## config.mk

```make
export PLATFORM = sky130hd
export DESIGN_NAME = sprite_animation_sequencer_top
export DESIGN_NICKNAME = d
export VERILOG_FILES = /design/src/hdl/sas_pkg.sv /design/src/hdl/sas_ram.sv /design/src/hdl/sas_ctrl.sv /design/src/hdl/sas_dp.sv /design/src/hdl/sprite_animation_sequencer_top.sv
export VERILOG_INCLUDE_DIRS = /design/src /design/src/hdl
export SDC_FILE = /design/constraint.sdc
export NUM_CORES = 2
export LEC_CHECK = 0
export ABC_CLOCK_PERIOD_IN_PS = 5700
export BUFFER_PORTS_ARGS = -buffer_cell sky130_fd_sc_hd__buf_4
export CAP_MARGIN = 20
export CORE_ASPECT_RATIO = 1.4
export CORE_MARGIN = 1.5
export CORE_UTILIZATION = 40
export CTS_BUF_LIST = sky130_fd_sc_hd__clkbuf_2 sky130_fd_sc_hd__clkbuf_4 sky130_fd_sc_hd__clkbuf_8
export DETAILED_ROUTE_END_ITERATION = 10
export PLACE_DENSITY = 0.56
export SKIP_LAST_GASP = 1
export SLEW_MARGIN = 20
export SYNTH_ARGS = -nofsm -noshare
export SYNTH_HDL_FRONTEND = slang
export SYNTH_MEMORY_MAX_BITS = 65536
export SYNTH_SLANG_ARGS = --single-unit
```

## constraint.sdc

```tcl
create_clock -name clk -period 5.7 [get_ports clk]
set_input_delay 1.14 -clock clk [delete_from_list [all_inputs] [get_ports clk]]
set_output_delay 1.14 -clock clk [all_outputs]
set_load 0.02 [all_outputs]
```

## src/hdl/sprite_animation_sequencer_top_assert.svh

```systemverilog
`ifndef SPRITE_ANIMATION_SEQUENCER_TOP_ASSERT_SVH
`define SPRITE_ANIMATION_SEQUENCER_TOP_ASSERT_SVH

// Same-cycle implication, checked while the block is out of reset.
`define SAS_ASSERT_IMPL(label, ante, cons, msg) \
	label: assert property (@(posedge clk) disable iff (!arst_n) (ante) |-> (cons)) \
		else $error(msg);

// Next-cycle implication, checked while the block is out of reset.
`define SAS_ASSERT_NEXT(label, ante, cons, msg) \
	label: assert property (@(posedge clk) disable iff (!arst_n) (ante) |=> (cons)) \
		else $error(msg);

`endif

```

## src/hdl/sas_pkg.sv

```systemverilog
`default_nettype none

package sas_pkg;

	localparam int NUM_STATES       = 16;
	localparam int FRAMES_PER_STATE = 16;
	localparam int TIME_WIDTH       = 24;

	localparam int OP_W      = 2;
	localparam int STATE_W   = 4;
	localparam int SLOT_W    = 4;
	localparam int FRAME_W   = 16;
	localparam int CNT_W     = 5;
	localparam int TICKS_W   = 16;
	localparam int ELAPSED_W = TIME_WIDTH + 1;
	localparam int PROD_W    = ELAPSED_W + CNT_W;
	localparam int STEP_W    = $clog2(PROD_W);

	localparam int FRAME_DEPTH  = NUM_STATES * FRAMES_PER_STATE;
	localparam int FRAME_ADDR_W = STATE_W + SLOT_W;

	localparam logic [OP_W-1:0] OP_ADVANCE = 2'd0;
	localparam logic [OP_W-1:0] OP_WRITE   = 2'd1;
	localparam logic [OP_W-1:0] OP_BIND    = 2'd2;
	localparam logic [OP_W-1:0] OP_GOTO    = 2'd3;

	typedef struct packed {
		logic [TIME_WIDTH-1:0] dur;
		logic [CNT_W-1:0]      cnt;
		logic                  looping;
		logic                  auto_next;
		logic [STATE_W-1:0]    nxt;
	} state_entry_t;

	typedef struct packed {
		logic latch;
		logic exec;
		logic hop;
		logic mul;
		logic step;
		logic idx;
	} sas_cmd_t;

	typedef struct packed {
		logic bound_any;
		logic hop_ok;
		logic div_last;
	} sas_sts_t;

endpackage

`default_nettype wire

```

## src/hdl/sas_ram.sv

```systemverilog
`default_nettype none

module sas_ram #(
	parameter int WIDTH = 8,
	parameter int DEPTH = 16
) (
	input  wire logic                     clk,
	input  wire logic                     we,
	input  wire logic [$clog2(DEPTH)-1:0] waddr,
	input  wire logic [WIDTH-1:0]         wdata,
	input  wire logic [$clog2(DEPTH)-1:0] raddr,
	output logic      [WIDTH-1:0]         rdata
);

	logic [WIDTH-1:0] mem_q [DEPTH];
	logic [WIDTH-1:0] rdata_q;

	always_ff @(posedge clk) begin
		if (we) begin
			mem_q[waddr] <= wdata;
		end
		rdata_q <= mem_q[raddr];
	end

	assign rdata = rdata_q;

endmodule

`default_nettype wire

```

## src/hdl/sas_ctrl.sv

```systemverilog
`default_nettype none

module sas_ctrl import sas_pkg::*; (
	input  wire logic     clk,
	input  wire logic     arst_n,
	input  wire logic     start,
	input  wire sas_sts_t sts,
	output sas_cmd_t      cmd,
	output logic          busy,
	output logic          done
);

	localparam logic [3:0] S_IDLE = 4'd0;
	localparam logic [3:0] S_EXEC = 4'd1;
	localparam logic [3:0] S_RD   = 4'd2;
	localparam logic [3:0] S_HOP  = 4'd3;
	localparam logic [3:0] S_MUL  = 4'd4;
	localparam logic [3:0] S_DIV  = 4'd5;
	localparam logic [3:0] S_IDX  = 4'd6;
	localparam logic [3:0] S_FRD  = 4'd7;
	localparam logic [3:0] S_OUT  = 4'd8;

	logic [3:0] state_q, state_d;
	logic       hopped_q, hopped_d;

	always_comb begin
		state_d  = state_q;
		hopped_d = hopped_q;
		cmd      = '0;
		done     = 1'b0;
		case (state_q)
			S_IDLE: begin
				if (start) begin
					cmd.latch = 1'b1;
					hopped_d  = 1'b0;
					state_d   = S_EXEC;
				end
			end
			S_EXEC: begin
				cmd.exec = 1'b1;
				state_d  = S_RD;
			end
			S_RD: begin
				state_d = sts.bound_any ? S_HOP : S_OUT;
			end
			S_HOP: begin
				if (!hopped_q && sts.hop_ok) begin
					cmd.hop  = 1'b1;
					hopped_d = 1'b1;
					state_d  = S_RD;
				end else begin
					state_d = S_MUL;
				end
			end
			S_MUL: begin
				cmd.mul = 1'b1;
				state_d = S_DIV;
			end
			S_DIV: begin
				cmd.step = 1'b1;
				if (sts.div_last) begin
					state_d = S_IDX;
				end
			end
			S_IDX: begin
				cmd.idx = 1'b1;
				state_d = S_FRD;
			end
			S_FRD: begin
				state_d = S_OUT;
			end
			S_OUT: begin
				done    = 1'b1;
				state_d = S_IDLE;
			end
			default: begin
				state_d = S_IDLE;
			end
		endcase
	end

	always_ff @(posedge clk or negedge arst_n) begin
		if (!arst_n) begin
			state_q  <= S_IDLE;
			hopped_q <= 1'b0;
		end else begin
			state_q  <= state_d;
			hopped_q <= hopped_d;
		end
	end

	assign busy = (state_q != S_IDLE);

endmodule

`default_nettype wire

```

## src/hdl/sas_dp.sv

```systemverilog
`default_nettype none

module sas_dp import sas_pkg::*; (
	input  wire logic                  clk,
	input  wire logic                  arst_n,
	input  wire sas_cmd_t              cmd,
	output sas_sts_t                   sts,
	input  wire logic [OP_W-1:0]       operation,
	input  wire logic [STATE_W-1:0]    state_id,
	input  wire logic [SLOT_W-1:0]     frame_slot,
	input  wire logic [FRAME_W-1:0]    frame_value,
	input  wire logic [TIME_WIDTH-1:0] anim_duration,
	input  wire logic [CNT_W-1:0]      frame_count,
	input  wire logic                  loops,
	input  wire logic                  has_fallback,
	input  wire logic [STATE_W-1:0]    fallback_state,
	input  wire logic                  restart,
	input  wire logic [TICKS_W-1:0]    ticks,
	output logic      [STATE_W-1:0]    current_state,
	output logic      [FRAME_W-1:0]    shown_frame,
	output logic                       finished,
	output logic                       any_bound
);

	localparam int SUM_W   = ELAPSED_W + 1;
	localparam int ENTRY_W = $bits(state_entry_t);

	logic [OP_W-1:0]       op_q;
	logic [STATE_W-1:0]    sid_q;
	logic [SLOT_W-1:0]     slot_q;
	logic [FRAME_W-1:0]    fval_q;
	logic [TIME_WIDTH-1:0] dur_q;
	logic [CNT_W-1:0]      cnt_q;
	logic                  loops_q;
	logic                  hasfb_q;
	logic [STATE_W-1:0]    fb_q;
	logic                  again_q;
	logic [TICKS_W-1:0]    ticks_q;

	logic [NUM_STATES-1:0] bound_q;
	logic                  bound_any_q;
	logic [STATE_W-1:0]    active_q;
	logic [ELAPSED_W-1:0]  elapsed_q;

	logic [TIME_WIDTH-1:0] d_q;
	logic [CNT_W-1:0]      c_q;
	logic                  loop_q;
	logic                  fin_q;
	logic [PROD_W-1:0]     quot_q;
	logic [TIME_WIDTH-1:0] rem_q;
	logic [CNT_W-1:0]      r_q;
	logic [STEP_W-1:0]     step_q;
	logic [SLOT_W-1:0]     idx_q;

	logic [ENTRY_W-1:0]    st_rdata;
	state_entry_t          ent;
	state_entry_t          new_ent;
	logic [FRAME_W-1:0]    fr_rdata;

	logic [TIME_WIDTH-1:0] d_eff;
	logic [CNT_W-1:0]      c_eff;
	logic                  reached;
	logic [SUM_W-1:0]      adv_sum;
	logic                  go_ok;
	logic [TIME_WIDTH:0]   trial;
	logic                  qbit;
	logic [CNT_W:0]        r_trial;
	logic [PROD_W-1:0]     product;

	assign ent = st_rdata;

	assign new_ent.dur       = dur_q;
	assign new_ent.cnt       = cnt_q;
	assign new_ent.looping   = loops_q;
	assign new_ent.auto_next = hasfb_q && (fb_q != sid_q);
	assign new_ent.nxt       = fb_q;

	sas_ram #(
		.WIDTH(ENTRY_W),
		.DEPTH(NUM_STATES)
	) u_state_ram (
		.clk  (clk),
		.we   (cmd.exec && (op_q == OP_BIND)),
		.waddr(sid_q),
		.wdata(new_ent),
		.raddr(active_q),
		.rdata(st_rdata)
	);

	sas_ram #(
		.WIDTH(FRAME_W),
		.DEPTH(FRAME_DEPTH)
	) u_frame_ram (
		.clk  (clk),
		.we   (cmd.exec && (op_q == OP_WRITE)),
		.waddr({sid_q, slot_q}),
		.wdata(fval_q),
		.raddr({active_q, idx_q}),
		.rdata(fr_rdata)
	);

	always_comb begin
		d_eff = (ent.dur == '0) ? TIME_WIDTH'(1) : ent.dur;
		if (ent.cnt == '0) begin
			c_eff = CNT_W'(1);
		end else if (ent.cnt > CNT_W'(FRAMES_PER_STATE)) begin
			c_eff = CNT_W'(FRAMES_PER_STATE);
		end else begin
			c_eff = ent.cnt;
		end
	end

	assign reached = (elapsed_q >= {1'b0, d_eff});
	assign adv_sum = {1'b0, elapsed_q} + SUM_W'(ticks_q);
	assign go_ok   = !((sid_q == active_q) && !again_q) && bound_q[sid_q];
	assign product = {{CNT_W{1'b0}}, elapsed_q} * {{ELAPSED_W{1'b0}}, c_eff};

	assign trial   = {rem_q, quot_q[PROD_W-1]};
	assign qbit    = (trial >= {1'b0, d_q});
	assign r_trial = {r_q, qbit};

	assign sts.bound_any = bound_any_q;
	assign sts.hop_ok    = ent.auto_next && reached && bound_q[ent.nxt];
	assign sts.div_last  = (step_q == STEP_W'(PROD_W - 1));

	always_ff @(posedge clk) begin
		if (cmd.latch) begin
			op_q    <= operation;
			sid_q   <= state_id;
			slot_q  <= frame_slot;
			fval_q  <= frame_value;
			dur_q   <= anim_duration;
			cnt_q   <= frame_count;
			loops_q <= loops;
			hasfb_q <= has_fallback;
			fb_q    <= fallback_state;
			again_q <= restart;
			ticks_q <= ticks;
		end
	end

	always_ff @(posedge clk or negedge arst_n) begin
		if (!arst_n) begin
			bound_q     <= '0;
			bound_any_q <= 1'b0;
			active_q    <= '0;
			elapsed_q   <= '0;
		end else if (cmd.exec) begin
			case (op_q)
				OP_ADVANCE: begin
					elapsed_q <= adv_sum[ELAPSED_W] ? '1 : adv_sum[ELAPSED_W-1:0];
				end
				OP_BIND: begin
					bound_q[sid_q] <= 1'b1;
					bound_any_q    <= 1'b1;
					if (!bound_any_q || (active_q == sid_q)) begin
						active_q  <= sid_q;
						elapsed_q <= '0;
					end
				end
				OP_GOTO: begin
					if (go_ok) begin
						active_q  <= sid_q;
						elapsed_q <= '0;
					end
				end
				default: begin
				end
			endcase
		end else if (cmd.hop) begin
			elapsed_q <= elapsed_q - {1'b0, d_eff};
			active_q  <= ent.nxt;
		end
	end

	always_ff @(posedge clk) begin
		if (cmd.mul) begin
			d_q    <= d_eff;
			c_q    <= c_eff;
			loop_q <= ent.looping;
			fin_q  <= reached;
			quot_q <= product;
			rem_q  <= '0;
			r_q    <= '0;
			step_q <= '0;
		end else if (cmd.step) begin
			rem_q  <= qbit ? TIME_WIDTH'(trial - {1'b0, d_q}) : trial[TIME_WIDTH-1:0];
			quot_q <= {quot_q[PROD_W-2:0], qbit};
			r_q    <= (r_trial >= {1'b0, c_q}) ? CNT_W'(r_trial - {1'b0, c_q})
				: r_trial[CNT_W-1:0];
			step_q <= step_q + 1'b1;
		end
		if (cmd.idx) begin
			if (loop_q) begin
				idx_q <= r_q[SLOT_W-1:0];
			end else if (quot_q >= PROD_W'(c_q)) begin
				idx_q <= SLOT_W'(c_q - 1'b1);
			end else begin
				idx_q <= quot_q[SLOT_W-1:0];
			end
		end
	end

	assign current_state = bound_any_q ? active_q : '0;
	assign shown_frame   = bound_any_q ? fr_rdata : '0;
	assign finished      = bound_any_q & fin_q;
	assign any_bound     = bound_any_q;

endmodule

`default_nettype wire

```

## src/hdl/sprite_animation_sequencer_top.sv

```systemverilog
// Channel   Handshake                  Payload
// request   start, busy (start & !busy) operation .. ticks
// result    done (one-cycle strobe)     current_state, shown_frame, finished, any_bound
//
// A request steps through execute, state read, multiply, 30-step serial divide, index
// and frame read to done; a fallback hop adds a hop and a second state read. With no
// state bound, it goes from state read to done, since no frame index is formed.
// busy stays high from the cycle after acceptance through the done cycle.
// Reset clears the bound flags, the current state and the elapsed time; tables are
// undefined until written. The result cannot be stalled.
`default_nettype none

module sprite_animation_sequencer_top import sas_pkg::*; (
	input  wire logic                  clk,
	input  wire logic                  arst_n,
	input  wire logic                  start,
	output logic                       busy,
	input  wire logic [OP_W-1:0]       operation,
	input  wire logic [STATE_W-1:0]    state_id,
	input  wire logic [SLOT_W-1:0]     frame_slot,
	input  wire logic [FRAME_W-1:0]    frame_value,
	input  wire logic [TIME_WIDTH-1:0] anim_duration,
	input  wire logic [CNT_W-1:0]      frame_count,
	input  wire logic                  loops,
	input  wire logic                  has_fallback,
	input  wire logic [STATE_W-1:0]    fallback_state,
	input  wire logic                  restart,
	input  wire logic [TICKS_W-1:0]    ticks,
	output logic                       done,
	output logic      [STATE_W-1:0]    current_state,
	output logic      [FRAME_W-1:0]    shown_frame,
	output logic                       finished,
	output logic                       any_bound
);

	`include "sprite_animation_sequencer_top_assert.svh"

	sas_cmd_t cmd;
	sas_sts_t sts;

	sas_ctrl u_ctrl (
		.clk   (clk),
		.arst_n(arst_n),
		.start (start),
		.sts   (sts),
		.cmd   (cmd),
		.busy  (busy),
		.done  (done)
	);

	sas_dp u_dp (
		.clk           (clk),
		.arst_n        (arst_n),
		.cmd           (cmd),
		.sts           (sts),
		.operation     (operation),
		.state_id      (state_id),
		.frame_slot    (frame_slot),
		.frame_value   (frame_value),
		.anim_duration (anim_duration),
		.frame_count   (frame_count),
		.loops         (loops),
		.has_fallback  (has_fallback),
		.fallback_state(fallback_state),
		.restart       (restart),
		.ticks         (ticks),
		.current_state (current_state),
		.shown_frame   (shown_frame),
		.finished      (finished),
		.any_bound     (any_bound)
	);

	`SAS_ASSERT_NEXT(a_busy_after_accept, start && !busy, busy && !done, "accepted request did not start")
	`SAS_ASSERT_NEXT(a_idle_after_done, done, !busy, "controller did not return to idle after done")
	`SAS_ASSERT_NEXT(a_bound_sticky, sts.bound_any, sts.bound_any, "bound flag was lost")
	`SAS_ASSERT_IMPL(a_no_cmd_when_idle, !busy, !(cmd.exec || cmd.hop || cmd.mul || cmd.step), "datapath command while idle")

endmodule

`default_nettype wire
```

==> results.ini <==
[outcome]
outcome = finished, final reports clean

[power]
swShare_pct = 29.0
p_seq_share_pct = 47.6
pwr-share-comb_pct = 21.1
vdd_drop_max_mv = 0.321
p_leak_nw = 70.6
internal_power_w = 0.0645
p_sw_w = 0.0264
clockPowerShare_pct = 31.3
power_density_nw_per_um2 = 411

[die]
die_w_um = 593
rows = 303
die_h_um = 829
dieArea_um2 = 491000
pin_count = 105
core_um2 = 486000
start_util_pct = 40.1

[synth]
syn-num-nets = 9031
ys_ff_latch = 4935
synthArstFlopShare_pct = 1.03
synth_cell_types = 74
postSynthCellCount = 8762
synth-seq-area-share_pct = 75.5
avgSynthCellArea_um2 = 22.2
synthFlopType = edfxtp_1
synth_edf_count = 4799
synth_area_um2 = 195000
yosysWarnings = 0

[layout]
final_util_pct = 45.6
syn_to_final_growth_pct = 13.5
drive_gt1_share_pct = 32.0
design_area_um2 = 221000
fin_nets = 9940

[timing]
maxSlewViolCount = 0
hold_viol_final = 0
fmax_mhz = 188
tns_ns = 0
period_share_pct = 93.5
period_needed_ns = 5.33
setup_viol = 0
worst_slack_ns = 0.373
tightest_slew_ns = 1.35
timing.slew.headroom_pct = 9.83
whs_ns = 0.432
fin_worst_skew_ns = 0.0669

[global_routing]
antenna_found_initial = 24
track_usage_pct = 20.0
grt_pass1_wl_um = 710000
grt.overflow.total = 0
grt_max_degree = 242
grt_pass1_vias = 98200

[detailed_routing]
via_per_inst = 5.56
firstDrtPassIters = 8
drtIter0Drc = 9147
ant_nets = 0
routedWlPerCell_um = 29.7
totalWireLength_um = 496000
vias = 92700
route.detailed.drc = 0

[cts]
cts_sinks = 4935
cts_tree = done
path_clk_slew_ns = 0.06
cts_buffers = 730
h-tree-depth = 6
postCtsSetupBuffers = 0
clock_path_buffers = 4
clkLatencyLatePin_ns = 1.30
cts-root-buf = clkbuf_8

[place]
finalWeightedCongestion = 0.836
dp_slack_ns = 0.311
numPortBuffers = 104
detailed_place_hpwl_um = 298000
place_area_um2 = 206000

[setup_path]
cp_max_fo = 18
critPathKind = register to register
cp_data_arrival_time_ns = 6.32
required_ns = 6.69
reg2reg_depth = 17
cp-start-kind = register
endpoint_kind = register

[job]
maxCapViolCount = 0

[hold_path]
min_path_type = primary input to async pin

-- Yosys cell counts, types with 44 or more instances --
library cell,instances,area share (%)
a21oi_1,121,0.31
and2_1,120,0.39
buf_1,57,0.11
buf_2,106,0.27
clkbuf_1,300,0.58
dfrtp_1,51,0.65
dfxtp_1,85,0.87
edfxtp_1,4799,74
fa_1,73,0.75
ha_1,115,0.74
inv_1,182,0.35
mux4_2,1525,18
nand2_1,230,0.44
nand3_1,44,0.11
nor2_1,343,0.66
o21ai_0,125,0.32
xor2_1,45,0.20
-- cells in the final DEF, fill, tap and decap left out, drive strengths merged, types with 31 or more instances in the layout --
cell type	instances
a22oi	33
mux4	1525
clkbuf	974
nor2	343
a21o	31
edfxtp	4799
buf	564
o21ai	127
xnor2	43
nand2	230
a21oi	121
dlygate4sd3	79
ha	115
and2	121
xor2	45
dfxtp	85
dfrtp	51
nand3	44
inv	202
clkinv	300
fa	73
-- through the flow --
stage	total power [W]	cells
2_1_floorplan	0.0561	8762
3_3_place_gp	0.0631	15300
3_5_place_dp	0.0634	15300
4_1_cts	0.0919	16700
5_1_grt	0.0945	16700
6_report	0.0909	16700
-- registers in the layout, indices dropped and copies added (netlist names), 16 cells and up --
register / cells
u_dp.u_frame_ram.mem_q: 4096
u_dp.u_state_ram.rdata: 35
u_dp.dur_q: 24
u_dp.rem_q: 24
u_dp.u_state_ram.mem_q: 560
u_dp.u_frame_ram.rdata: 16
u_dp.ticks_q: 16
u_dp.bound_q: 16
u_dp.d_q: 24
u_dp.quot_q: 30
u_dp.fval_q: 16
u_dp.elapsed_q: 25
-- routing by layer --
metal	wire [µm]	track usage [%]
met1	196000	25.9
met3	29400	3.30
met2	255000	34.5
met5	11	0
met4	15400	6.21
-- critical path, stage by stage (launching register included) --
cell	delay, ns
dfxtp_1	0.34
nor2b_2	0.34
buf_4	0.29
nand2_1	0.10
fa_1	0.57
fa_1	0.42
fa_1	0.48
inv_1	0.04
ha_1	0.33
o21ai_0	0.11
o21ai_0	0.38
a41oi_2	0.24
o21ai_0	0.48
a41oi_1	0.28
o21ai_0	0.28
a21oi_1	0.12
xnor2_1	0.13
o21ai_0	0.09
-- repair_timing --
| item | 4_1_cts | 5_1_grt |
|---|---|---|
| gates resized for setup | 0 | 2 |
| hold endpoints to repair | 129 | 0 |
| hold buffers | 79 | 0 |
| endpoints found under the setup margin | 0 | 4 |
-- power by group through the flow --
stage / registers (W) / clock network [W] / logic [W]
floorplan: 0.0442 / 0 / 0.0120
global placement: 0.0440 / 0 / 0.0190
detailed placement: 0.0441 / 0 / 0.0193
CTS: 0.0433 / 0.0292 / 0.0194
global route: 0.0434 / 0.0306 / 0.0206
finish: 0.0433 / 0.0284 / 0.0192
-- final timing paths --
| kind | from | end | slack (ns) |
|---|---|---|---|
| min in group clk | start | u_ctrl.hopped_q$_DFFE_PN0P_ | 0.47 |
| hold reg to reg | u_dp.r_q[4]$_SDFFE_PP0P_ | u_dp.r_q[4]$_SDFFE_PP0P_ | 0.48 |
| max in group asynchronous | arst_n | u_dp.active_q[0]$_DFFE_PN0P_ | 4.61 |
| hold / removal | arst_n | u_dp.elapsed_q[9]$_DFFE_PN0P_ | 0.43 |
| setup reg to reg | u_dp.u_state_ram.rdata[10]$_DFF_P_ | u_dp.quot_q[29]$_DFFE_PP_ | 0.37 |
| setup / recovery | u_dp.u_state_ram.rdata[10]$_DFF_P_ | u_dp.quot_q[29]$_DFFE_PP_ | 0.37 |
-- kinds of logic after synthesis --
kind of cell             count (synthesis)  synth area share (%)
AO/OA/AOI/OAI                          457                  1.47
XOR/XNOR                                88                 0.395
adder cells (fa/ha/maj)                188                  1.49
buffers and inverters                  652                  1.33
flip-flops                            4935                  75.5
multiplexers                          1543                  17.7
AND/OR/NAND/NOR                        899                  2.13
-- area by class of cell --
type                    count  area (µm²)
clock inverters           357        2310
diodes                     12        30.0
inverters                 186         698
clock buffers             974       12000
flip-flops and latches   4935      147000
well taps                6405        8010
repair buffers            643        5670
multi-input cells        3175       45400
fillers                 40400      264000
Note: power is estimated with default switching activity, not from simulation.
